[config.mk]
export PLATFORM = sky130hd
export DESIGN_NAME = radio_command_frame_decoder
export DESIGN_NICKNAME = d
export VERILOG_FILES = /design/src/rtl/rcfd_pkg.sv /design/src/rtl/radio_command_frame_decoder.sv /design/src/rtl/rcfd_core.sv
export SDC_FILE = /design/constraint.sdc
export NUM_CORES = 1
export LEC_CHECK = 0
export BUFFER_PORTS_ARGS = -buffer_cell sky130_fd_sc_hd__buf_2
export CAP_MARGIN = 20
export CORE_ASPECT_RATIO = 0.9
export CORE_MARGIN = 3
export CORE_UTILIZATION = 59
export CTS_CLUSTER_SIZE = 16
export DETAILED_ROUTE_END_ITERATION = 8
export PLACE_DENSITY = 0.76
export SLEW_MARGIN = 20
export SYNTH_ARGS = -nofsm -noshare
export SYNTH_HDL_FRONTEND = slang
export SYNTH_SLANG_ARGS = --single-unit
[constraint.sdc]
create_clock -name clk -period 7.55 [get_ports clk]
set_clock_uncertainty 0.1 [all_clocks]
set_input_delay 1.51 -clock clk [delete_from_list [all_inputs] [get_ports clk]]
set_output_delay 1.51 -clock clk [all_outputs]
set_load 0.005 [all_outputs]
[src/rtl/rcfd_pkg.sv]
// rcfd_pkg: shared types, codes and decode tables of the radio command frame decoder
`default_nettype none

package rcfd_pkg;

    localparam int FIXED_BUF_BYTES = 4;
    localparam int BUF_IDX_BITS    = $clog2(FIXED_BUF_BYTES);

    typedef enum logic [1:0] {
        CMD_DATA  = 2'd0,
        CMD_END   = 2'd1,
        CMD_START = 2'd2,
        CMD_IDLE  = 2'd3
    } cmd_t;

    typedef enum logic [1:0] {
        PH_WAIT   = 2'd0,
        PH_FIXED  = 2'd1,
        PH_STREAM = 2'd2,
        PH_ABORT  = 2'd3
    } phase_t;

    typedef enum logic [3:0] {
        EV_NONE        = 4'd0,
        EV_FREQ        = 4'd1,
        EV_BW          = 4'd2,
        EV_TXPOWER     = 4'd3,
        EV_SF          = 4'd4,
        EV_CR          = 4'd5,
        EV_RADIO_STATE = 4'd6,
        EV_LOCK        = 4'd7,
        EV_DETECT      = 4'd8,
        EV_LEAVE       = 4'd9,
        EV_READY       = 4'd10,
        EV_SSTART      = 4'd11,
        EV_SBYTE       = 4'd12,
        EV_SEND        = 4'd13,
        EV_ERROR       = 4'd14
    } event_t;

    typedef enum logic [2:0] {
        ST_OK      = 3'd0,
        ST_UNKNOWN = 3'd1,
        ST_BADARG  = 3'd2,
        ST_BADLEN  = 3'd3,
        ST_ABORTED = 3'd4
    } status_t;

    typedef enum logic [2:0] {
        LEN_ZERO    = 3'd0,
        LEN_ONE     = 3'd1,
        LEN_FOUR    = 3'd4,
        LEN_STREAM  = 3'd6,
        LEN_UNKNOWN = 3'd7
    } len_t;

    localparam logic [3:0] OP_STREAM      = 4'h0;
    localparam logic [3:0] OP_FREQ        = 4'h1;
    localparam logic [3:0] OP_BW          = 4'h2;
    localparam logic [3:0] OP_TXPOWER     = 4'h3;
    localparam logic [3:0] OP_SF          = 4'h4;
    localparam logic [3:0] OP_CR          = 4'h5;
    localparam logic [3:0] OP_RADIO_STATE = 4'h6;
    localparam logic [3:0] OP_LOCK        = 4'h7;
    localparam logic [3:0] OP_DETECT      = 4'h8;
    localparam logic [3:0] OP_LEAVE       = 4'hA;
    localparam logic [3:0] OP_READY       = 4'hF;

    localparam logic [7:0] RADIO_OFF   = 8'h00;
    localparam logic [7:0] RADIO_ON    = 8'h01;
    localparam logic [7:0] RADIO_QUERY = 8'hFF;
    localparam logic [7:0] DETECT_KEY  = 8'h73;

    typedef struct packed {
        event_t        event_res;
        logic [3:0]    port_id;
        logic [31:0]   arg_value;
        logic [3:0]    error_opcode;
        logic [15:0]   error_position;
        status_t       error_code;
        status_t       ret_status;
    } result_t;

    function automatic len_t opcode_len(input logic [3:0] op);
        len_t len;
        unique case (op)
            OP_STREAM:                              len = LEN_STREAM;
            OP_FREQ, OP_BW:                         len = LEN_FOUR;
            OP_TXPOWER, OP_SF, OP_CR, OP_RADIO_STATE,
            OP_LOCK, OP_DETECT, OP_LEAVE:           len = LEN_ONE;
            OP_READY:                               len = LEN_ZERO;
            default:                                len = LEN_UNKNOWN;
        endcase
        return len;
    endfunction

    function automatic event_t opcode_event(input logic [3:0] op);
        event_t ev;
        unique case (op)
            OP_FREQ:        ev = EV_FREQ;
            OP_BW:          ev = EV_BW;
            OP_TXPOWER:     ev = EV_TXPOWER;
            OP_SF:          ev = EV_SF;
            OP_CR:          ev = EV_CR;
            OP_RADIO_STATE: ev = EV_RADIO_STATE;
            OP_LOCK:        ev = EV_LOCK;
            OP_DETECT:      ev = EV_DETECT;
            OP_LEAVE:       ev = EV_LEAVE;
            OP_READY:       ev = EV_READY;
            default:        ev = EV_NONE;
        endcase
        return ev;
    endfunction

    function automatic result_t make_event(input event_t ev, input logic [3:0] port,
                                           input logic [31:0] arg);
        result_t r;
        r = '{event_res: ev, port_id: port, arg_value: arg, error_opcode: 4'd0,
              error_position: 16'd0, error_code: ST_OK, ret_status: ST_OK};
        return r;
    endfunction

    function automatic result_t make_error(input logic [3:0] port, input logic [3:0] op,
                                           input logic [15:0] pos, input status_t code);
        result_t r;
        r = '{event_res: EV_ERROR, port_id: port, arg_value: 32'd0, error_opcode: op,
              error_position: pos, error_code: code, ret_status: code};
        return r;
    endfunction

endpackage

`default_nettype wire

[src/rtl/radio_command_frame_decoder.sv]
// radio_command_frame_decoder: top level, frame parser with a two-entry output buffer
//
//  channel | direction | handshake          | fields
//  in      | input     | in_valid/in_stall  | cmd, data_byte, sink_fault
//  out     | output    | out_valid/out_stall| event_res, port_id, arg_value, error_opcode,
//          |           |                    | error_position, error_code, ret_status
//
// one result word per input word; the result is registered in the output register before out_valid
// a new word is taken every cycle while in_stall is low; the parse is a single pass of decode logic
// reset is asynchronous; the parser returns to waiting for a header, no clearing pass
// an output stall is absorbed by a skid entry; in_stall rises once that entry is full
`default_nettype none

module radio_command_frame_decoder #(
    parameter int COUNT_BITS = 16
) (
    input  wire logic          clk,
    input  wire logic          rst_n,
    input  wire logic          in_valid,
    output logic               in_stall,
    input  wire logic [1:0]    cmd,
    input  wire logic [7:0]    data_byte,
    input  wire logic          sink_fault,
    output logic               out_valid,
    input  wire logic          out_stall,
    output logic [3:0]         event_res,
    output logic [3:0]         port_id,
    output logic [31:0]        arg_value,
    output logic [3:0]         error_opcode,
    output logic [15:0]        error_position,
    output logic [2:0]         error_code,
    output logic [2:0]         ret_status
);

    logic                  in_accept;
    rcfd_pkg::result_t     core_res;

    logic                  out_valid_reg, out_valid_next;
    rcfd_pkg::result_t     out_res_reg, out_res_next;
    logic                  skid_valid_reg, skid_valid_next;
    rcfd_pkg::result_t     skid_res_reg, skid_res_next;

    assign in_stall  = skid_valid_reg;
    assign in_accept = in_valid && !in_stall;

    rcfd_core #(
        .COUNT_BITS (COUNT_BITS)
    ) u_core (
        .clk        (clk),
        .rst_n      (rst_n),
        .accept     (in_accept),
        .cmd        (cmd),
        .data_byte  (data_byte),
        .sink_fault (sink_fault),
        .res        (core_res)
    );

    always_comb
    begin
        out_valid_next  = out_valid_reg;
        out_res_next    = out_res_reg;
        skid_valid_next = skid_valid_reg;
        skid_res_next   = skid_res_reg;
        if (!out_valid_reg || !out_stall)
        begin
            if (skid_valid_reg)
            begin
                out_valid_next  = 1'b1;
                out_res_next    = skid_res_reg;
                skid_valid_next = 1'b0;
            end
            else
            begin
                out_valid_next = in_accept;
                out_res_next   = core_res;
            end
        end
        else if (in_accept)
        begin
            skid_valid_next = 1'b1;
            skid_res_next   = core_res;
        end
    end

    always_ff @(posedge clk or negedge rst_n)
    begin
        if (!rst_n)
        begin
            out_valid_reg  <= 1'b0;
            skid_valid_reg <= 1'b0;
        end
        else
        begin
            out_valid_reg  <= out_valid_next;
            skid_valid_reg <= skid_valid_next;
        end
    end

    always_ff @(posedge clk)
    begin
        out_res_reg  <= out_res_next;
        skid_res_reg <= skid_res_next;
    end

    assign out_valid      = out_valid_reg;
    assign event_res      = out_res_reg.event_res;
    assign port_id        = out_res_reg.port_id;
    assign arg_value      = out_res_reg.arg_value;
    assign error_opcode   = out_res_reg.error_opcode;
    assign error_position = out_res_reg.error_position;
    assign error_code     = out_res_reg.error_code;
    assign ret_status     = out_res_reg.ret_status;

    a_skid_behind_out: assert property (@(posedge clk) disable iff (!rst_n)
        skid_valid_reg |-> out_valid_reg)
        else $error("skid word held with empty output register");

    a_skid_fill: assert property (@(posedge clk) disable iff (!rst_n)
        $rose(skid_valid_reg) |-> $past(out_valid_reg && out_stall))
        else $error("skid filled without a stalled output");

    a_error_status: assert property (@(posedge clk) disable iff (!rst_n)
        (out_valid_reg && out_res_reg.event_res == rcfd_pkg::EV_ERROR)
            |-> (out_res_reg.error_code != rcfd_pkg::ST_OK
                 && out_res_reg.ret_status == out_res_reg.error_code))
        else $error("error word with inconsistent status");

    a_plain_fields: assert property (@(posedge clk) disable iff (!rst_n)
        (out_valid_reg && out_res_reg.event_res != rcfd_pkg::EV_ERROR)
            |-> (out_res_reg.error_code == rcfd_pkg::ST_OK
                 && out_res_reg.error_position == 16'd0
                 && out_res_reg.error_opcode == 4'd0))
        else $error("error fields set on a non-error word");

endmodule

`default_nettype wire

[src/rtl/rcfd_core.sv]
// rcfd_core: frame parser state and per-word result decode
`default_nettype none

module rcfd_core #(
    parameter int COUNT_BITS = 16
) (
    input  wire logic                clk,
    input  wire logic                rst_n,
    input  wire logic                accept,
    input  wire logic [1:0]          cmd,
    input  wire logic [7:0]          data_byte,
    input  wire logic                sink_fault,
    output rcfd_pkg::result_t        res
);

    rcfd_pkg::phase_t          phase_reg, phase_next;
    logic [3:0]                port_reg, port_next;
    logic [3:0]                opcode_reg, opcode_next;
    logic [2:0]                exp_len_reg, exp_len_next;
    logic [COUNT_BITS-1:0]     count_reg, count_next;
    logic [7:0]                payload_reg [rcfd_pkg::FIXED_BUF_BYTES];

    logic                      pay_wr;
    logic [COUNT_BITS-1:0]     count_sat;
    logic [15:0]               err_pos;
    logic [3:0]                hdr_port;
    logic [3:0]                hdr_opcode;
    rcfd_pkg::len_t            hdr_len;
    logic [31:0]               fixed_value;
    logic                      bad_arg;

    generate
        if (COUNT_BITS > 16) begin : g_pos_sat
            assign err_pos = (|count_reg[COUNT_BITS-1:16]) ? 16'hFFFF : count_reg[15:0];
        end else begin : g_pos_ext
            assign err_pos = 16'(count_reg);
        end
    endgenerate

    assign count_sat  = (count_reg == '1) ? count_reg : count_reg + COUNT_BITS'(1);
    assign hdr_port   = data_byte[7:4];
    assign hdr_opcode = data_byte[3:0];
    assign hdr_len    = rcfd_pkg::opcode_len(hdr_opcode);

    // big-endian payload assembly
    always_comb
    begin
        if (exp_len_reg == rcfd_pkg::LEN_FOUR)
            fixed_value = {payload_reg[0], payload_reg[1], payload_reg[2], payload_reg[3]};
        else if (exp_len_reg == rcfd_pkg::LEN_ONE)
            fixed_value = {24'd0, payload_reg[0]};
        else
            fixed_value = 32'd0;
    end

    assign bad_arg = ((opcode_reg == rcfd_pkg::OP_RADIO_STATE)
                      && (fixed_value != 32'(rcfd_pkg::RADIO_OFF))
                      && (fixed_value != 32'(rcfd_pkg::RADIO_ON))
                      && (fixed_value != 32'(rcfd_pkg::RADIO_QUERY)))
                  || ((opcode_reg == rcfd_pkg::OP_DETECT)
                      && (fixed_value != 32'(rcfd_pkg::DETECT_KEY)));

    always_ff @(posedge clk or negedge rst_n)
    begin
        if (!rst_n)
        begin
            phase_reg   <= rcfd_pkg::PH_WAIT;
            port_reg    <= '0;
            opcode_reg  <= '0;
            exp_len_reg <= '0;
            count_reg   <= '0;
        end
        else
        begin
            phase_reg   <= phase_next;
            port_reg    <= port_next;
            opcode_reg  <= opcode_next;
            exp_len_reg <= exp_len_next;
            count_reg   <= count_next;
        end
    end

    always_ff @(posedge clk)
    begin
        if (pay_wr)
            payload_reg[count_reg[rcfd_pkg::BUF_IDX_BITS-1:0]] <= data_byte;
    end

    always_comb
    begin
        phase_next   = phase_reg;
        port_next    = port_reg;
        opcode_next  = opcode_reg;
        exp_len_next = exp_len_reg;
        count_next   = count_reg;
        pay_wr       = 1'b0;
        res          = rcfd_pkg::make_event(rcfd_pkg::EV_NONE, 4'd0, 32'd0);

        if (accept)
        begin
            unique case (rcfd_pkg::cmd_t'(cmd))
                rcfd_pkg::CMD_START:
                begin
                    phase_next = rcfd_pkg::PH_WAIT;
                    count_next = '0;
                end
                rcfd_pkg::CMD_IDLE:
                begin
                    phase_next = phase_reg;
                end
                rcfd_pkg::CMD_DATA:
                begin
                    unique case (phase_reg)
                        rcfd_pkg::PH_WAIT:
                        begin
                            port_next   = hdr_port;
                            opcode_next = hdr_opcode;
                            count_next  = '0;
                            if (hdr_len == rcfd_pkg::LEN_UNKNOWN)
                            begin
                                phase_next = rcfd_pkg::PH_ABORT;
                                res = rcfd_pkg::make_error(hdr_port, hdr_opcode, 16'd0,
                                                           rcfd_pkg::ST_UNKNOWN);
                            end
                            else if (hdr_len == rcfd_pkg::LEN_STREAM)
                            begin
                                phase_next = rcfd_pkg::PH_STREAM;
                                res = rcfd_pkg::make_event(rcfd_pkg::EV_SSTART, hdr_port,
                                                           32'd0);
                            end
                            else
                            begin
                                exp_len_next = hdr_len;
                                phase_next   = rcfd_pkg::PH_FIXED;
                            end
                        end
                        rcfd_pkg::PH_FIXED:
                        begin
                            if (count_reg < COUNT_BITS'(rcfd_pkg::FIXED_BUF_BYTES))
                            begin
                                pay_wr     = 1'b1;
                                count_next = count_sat;
                            end
                            else
                            begin
                                phase_next = rcfd_pkg::PH_ABORT;
                                res = rcfd_pkg::make_error(port_reg, opcode_reg, err_pos,
                                                           rcfd_pkg::ST_BADLEN);
                            end
                        end
                        rcfd_pkg::PH_STREAM:
                        begin
                            if (sink_fault)
                            begin
                                phase_next = rcfd_pkg::PH_ABORT;
                                res = rcfd_pkg::make_error(port_reg, opcode_reg, err_pos,
                                                           rcfd_pkg::ST_ABORTED);
                            end
                            else
                            begin
                                count_next = count_sat;
                                res = rcfd_pkg::make_event(rcfd_pkg::EV_SBYTE, port_reg,
                                                           {24'd0, data_byte});
                            end
                        end
                        rcfd_pkg::PH_ABORT:
                        begin
                            phase_next = rcfd_pkg::PH_ABORT;
                        end
                    endcase
                end
                rcfd_pkg::CMD_END:
                begin
                    unique case (phase_reg)
                        rcfd_pkg::PH_FIXED:
                        begin
                            if (count_reg != COUNT_BITS'(exp_len_reg))
                                res = rcfd_pkg::make_error(port_reg, opcode_reg, err_pos,
                                                           rcfd_pkg::ST_BADLEN);
                            else if (bad_arg)
                                res = rcfd_pkg::make_error(port_reg, opcode_reg, err_pos,
                                                           rcfd_pkg::ST_BADARG);
                            else
                                res = rcfd_pkg::make_event(
                                    rcfd_pkg::opcode_event(opcode_reg), port_reg,
                                    fixed_value);
                            phase_next = rcfd_pkg::PH_WAIT;
                            count_next = '0;
                        end
                        rcfd_pkg::PH_STREAM:
                        begin
                            if (sink_fault)
                            begin
                                phase_next = rcfd_pkg::PH_ABORT;
                                res = rcfd_pkg::make_error(port_reg, opcode_reg, err_pos,
                                                           rcfd_pkg::ST_ABORTED);
                            end
                            else
                            begin
                                phase_next = rcfd_pkg::PH_WAIT;
                                count_next = '0;
                                res = rcfd_pkg::make_event(rcfd_pkg::EV_SEND, port_reg,
                                                           32'd0);
                            end
                        end
                        rcfd_pkg::PH_WAIT, rcfd_pkg::PH_ABORT:
                        begin
                            phase_next     = rcfd_pkg::PH_WAIT;
                            count_next     = '0;
                            res.ret_status = rcfd_pkg::ST_ABORTED;
                        end
                    endcase
                end
            endcase
        end
    end

    // fixed payload never counts past the buffer
    a_fixed_count: assert property (@(posedge clk) disable iff (!rst_n)
        (phase_reg == rcfd_pkg::PH_FIXED)
            |-> (count_reg <= COUNT_BITS'(rcfd_pkg::FIXED_BUF_BYTES)))
        else $error("fixed payload count beyond buffer");

    a_fixed_len: assert property (@(posedge clk) disable iff (!rst_n)
        (phase_reg == rcfd_pkg::PH_FIXED)
            |-> (exp_len_reg == rcfd_pkg::LEN_ZERO || exp_len_reg == rcfd_pkg::LEN_ONE
                 || exp_len_reg == rcfd_pkg::LEN_FOUR))
        else $error("fixed frame with non-fixed length");

    a_wait_count: assert property (@(posedge clk) disable iff (!rst_n)
        (phase_reg == rcfd_pkg::PH_WAIT) |-> (count_reg == '0))
        else $error("byte count not cleared while waiting for header");

endmodule

`default_nettype wire
==> flow_summary.json <==
{
  "dp_cells": 945,
  "ys_seq_area_frac": 0.650,
  "r2r-start": "u_core.count_reg[13]",
  "cts_resized": 0,
  "area_growth_pct": 12.8,
  "grt_pass1_wl_mm": 32.4,
  "finalWirelength_mm": 20.3,
  "largest_reg_flops": 66,
  "critPathKind": "primary input to register",
  "fmax_ghz": 0.264,
  "grt_max_degree": 74,
  "cts_max_level": 4,
  "cp-end-kind": "register",
  "postSynthCellCount": 715,
  "synthTopCellsByArea": "edfxtp_1 56%, dfrtp_1 8.8%, nand2_1 4.0%, a22o_1 2.7%, and2_1 2.1%",
  "r2r_cells": 7,
  "drv_cap": 0,
  "port_buffers": 82,
  "core_mm2": 0.0143,
  "worstHoldStart": "u_core.port_reg[3]",
  "syn_nets": 739,
  "die_h_um": 122,
  "n_antenna_cell": 0,
  "fin_tns_setup_ns": 0,
  "grt_pass1_vias": 5929,
  "cts_sinks": 195,
  "synth_top_area_cell": "edfxtp_1",
  "ys_async_sr_fraction": 0.159,
  "fin_crit_ns": 3.78,
  "layout_common_cells": "164 x edfxtp_1, 92 x nand2_1, 82 x buf_2, 34 x o21ai_0, 33 x nor2_1",
  "hold_viol_final": 0,
  "firstDrtPassIters": 7,
  "preCtsSetupSlack_ns": 3.40,
  "status": "finished clean",
  "crit_chain": "buf_2 -> nor2b_1 -> nand2b_1 -> nor3_1 -> nand2_1 -> o311ai_1",
  "cts_tree": "done",
  "synth_seq_cells": 195,
  "grt_overflow": 0,
  "hp-class": "register to register",
  "yosys_warnings": 0,
  "finalWorstSetupSlack_ns": 3.77,
  "min_to": "u_core.port_reg[3]",
  "vias": 6194,
  "row_count": 41,
  "seq_area_mm2": 0.00570,
  "cp_slowest_cell": "nor3_1",
  "synth_ff_type": "edfxtp_1",
  "reg2reg_setup_slack_ns": 3.82,
  "num-nets-final": 795,
  "gp_congestion": 0.860,
  "holdPathStages": 2,
  "drtIter0Drc": 643,
  "fillCellCount": 1058,
  "min_period_over_period": 0.501,
  "final_max_slew_viol_count": 0,
  "cts_buffers": 17,
  "ys_types": 61,
  "total_leakage_power_uw": 0.00381,
  "worst_pin_slew_ns": 1.05,
  "worstPathRequired_ns": 7.69,
  "cp-start-kind": "primary input",
  "drive_above_1_share": 0.172,
  "setup_violations": 0,
  "syn_avg_cell_area_um2": 12.3,
  "r2r-end": "arg_value[0]",
  "cts_setup_buffers": 0,
  "crit_path_max_incr_delay_ns": 0.93,
  "root_buffer": "clkbuf_16",
  "ant_nets": 0,
  "synth.top_cell.area_share": 0.561,
  "crit_family": "simple AND/OR/NAND/NOR gates",
  "synth_edf_count": 164,
  "grtUsageTotal": 0.257,
  "p_per_area_mw_per_mm2": 251,
  "start_util": 0.615,
  "arrival_ns": 3.93,
  "rsz0062_at_grt": "no",
  "antenna_found_initial": 0,
  "final_common_cell": "edfxtp_1",
  "synth_area_mm2": 0.00877,
  "cts_hold_buf": 0,
  "routed_via_density": 6.34,
  "multi_input_area_mm2": 0.00286,
  "clockBufferDepth": 2,
  "pin_count": 83,
  "slew_headroom": 0.296,
  "crit_fanout": 24,
  "place_hpwl_mm": 13.5,
  "wire_per_inst_um": 20.8,
  "stdcell_count": 977,
  "vdd_drop_max_v": 0.000209,
  "drc_errors": 0,
  "critical_path_buf_inv_count": 1,
  "die_w_um": 135,
  "cts.clk_slew.worst_paths_ns": 0.07,
  "dieArea_mm2": 0.0164,
  "clk_latency_ns": 0.43
}
==> metrics by stage <==
| step | utilization | hold WS, ns | power, uW | instance area (um2) |
|---|---|---|---|---|
| after CTS | 0.694 | 0.413 | 2490 | 9890 |
| after floorplan | - | 0.370 | 1460 | 8770 |
| after global placement | 0.651 | 0.382 | 1550 | 9280 |
| final | 0.694 | 0.419 | 2480 | 9890 |
| after detailed placement | 0.651 | 0.398 | 1560 | 9280 |
| after global routing | 0.694 | 0.444 | 2570 | 9890 |
==> Yosys cell counts (3+ instances only) <==
cell type and n:
and3_1 14, nor4_1 11, dfrtp_1 31, nand4_1 11, o21ai_1 3, inv_1 8, nand2b_1 5, a311oi_1 4
ha_1 9, a32oi_1 7, nor2_1 34, o211ai_2 4, a21o_1 23, nand3_1 20, o211ai_1 5, edfxtp_1 164
o311a_1 3, clkbuf_1 41, a22o_1 27, nor3_1 14, and2_1 30, nand2_1 93, a21boi_0 3, nor2b_1 11
a31oi_1 15, o21ai_0 34, a211oi_1 3, xnor2_1 5, a221o_1 4, xor2_1 3, a21oi_1 20, nand3b_1 3
buf_2 5, o31ai_1 11
==> how the worst max path moves through the flow <==
| stage | start | endpoint | slack (ns) | cells after the start |
|---|---|---|---|---|
| 2_1_floorplan | out_stall | skid_res_reg[0] | 0.98 | 2 |
| 3_3_place_gp | cmd[0] | arg_value[0] | 3.46 | 5 |
| 3_5_place_dp | in_valid | arg_value[5] | 3.40 | 6 |
| 4_1_cts | in_valid | arg_value[5] | 3.84 | 6 |
| 5_1_grt | in_valid | arg_value[0] | 3.49 | 6 |
| 6_report | in_valid | arg_value[0] | 3.77 | 6 |
==> cell families after synthesis <==
logic type,share of synthesized area
adders and majority gates,0.0128
buffers and inverters,0.0272
DFF,0.650
AOI/OAI and AO/OA,0.152
muxes,0.00128
xor gates and xnor gates,0.00799
and+or+nand+nor,0.148
==> layout make-up <==
cell class                 count  area share
clock buffer                  17      0.0430
multi-input combinational    462       0.289
timing repair buffer          87      0.0453
tap                          193      0.0244
clock inverter                15      0.0191
inverter                       8     0.00303
sequential                   195       0.576
==> worst min-delay path: cells and delay by family, from the launching register on <==
| family | cells | cell delay, ns |
|---|---|---|
| DFF | 1 | 0.37 |
| and+or+nand+nor | 2 | 0.12 |
==> layer usage <==
metal / vias to the layer above / track usage / share of wire
met5: - / 0 / 0
met4: 0 / 0.0763 / 0.016
met3: 30 / 0.0590 / 0.065
met2: 245 / 0.389 / 0.47
met1: 3082 / 0.379 / 0.45
li1: 2837 / - / -
==> where the power goes <==
group	internal (uW)	total [uW]	switching [uW]	leakage [uW]
Combinational	87.6	263	175	0.00150
Sequential	1240	1280	45.0	0.00201
Clock	506	934	428	0.000296
No activity file was read; power rests on OpenSTA's default activity.
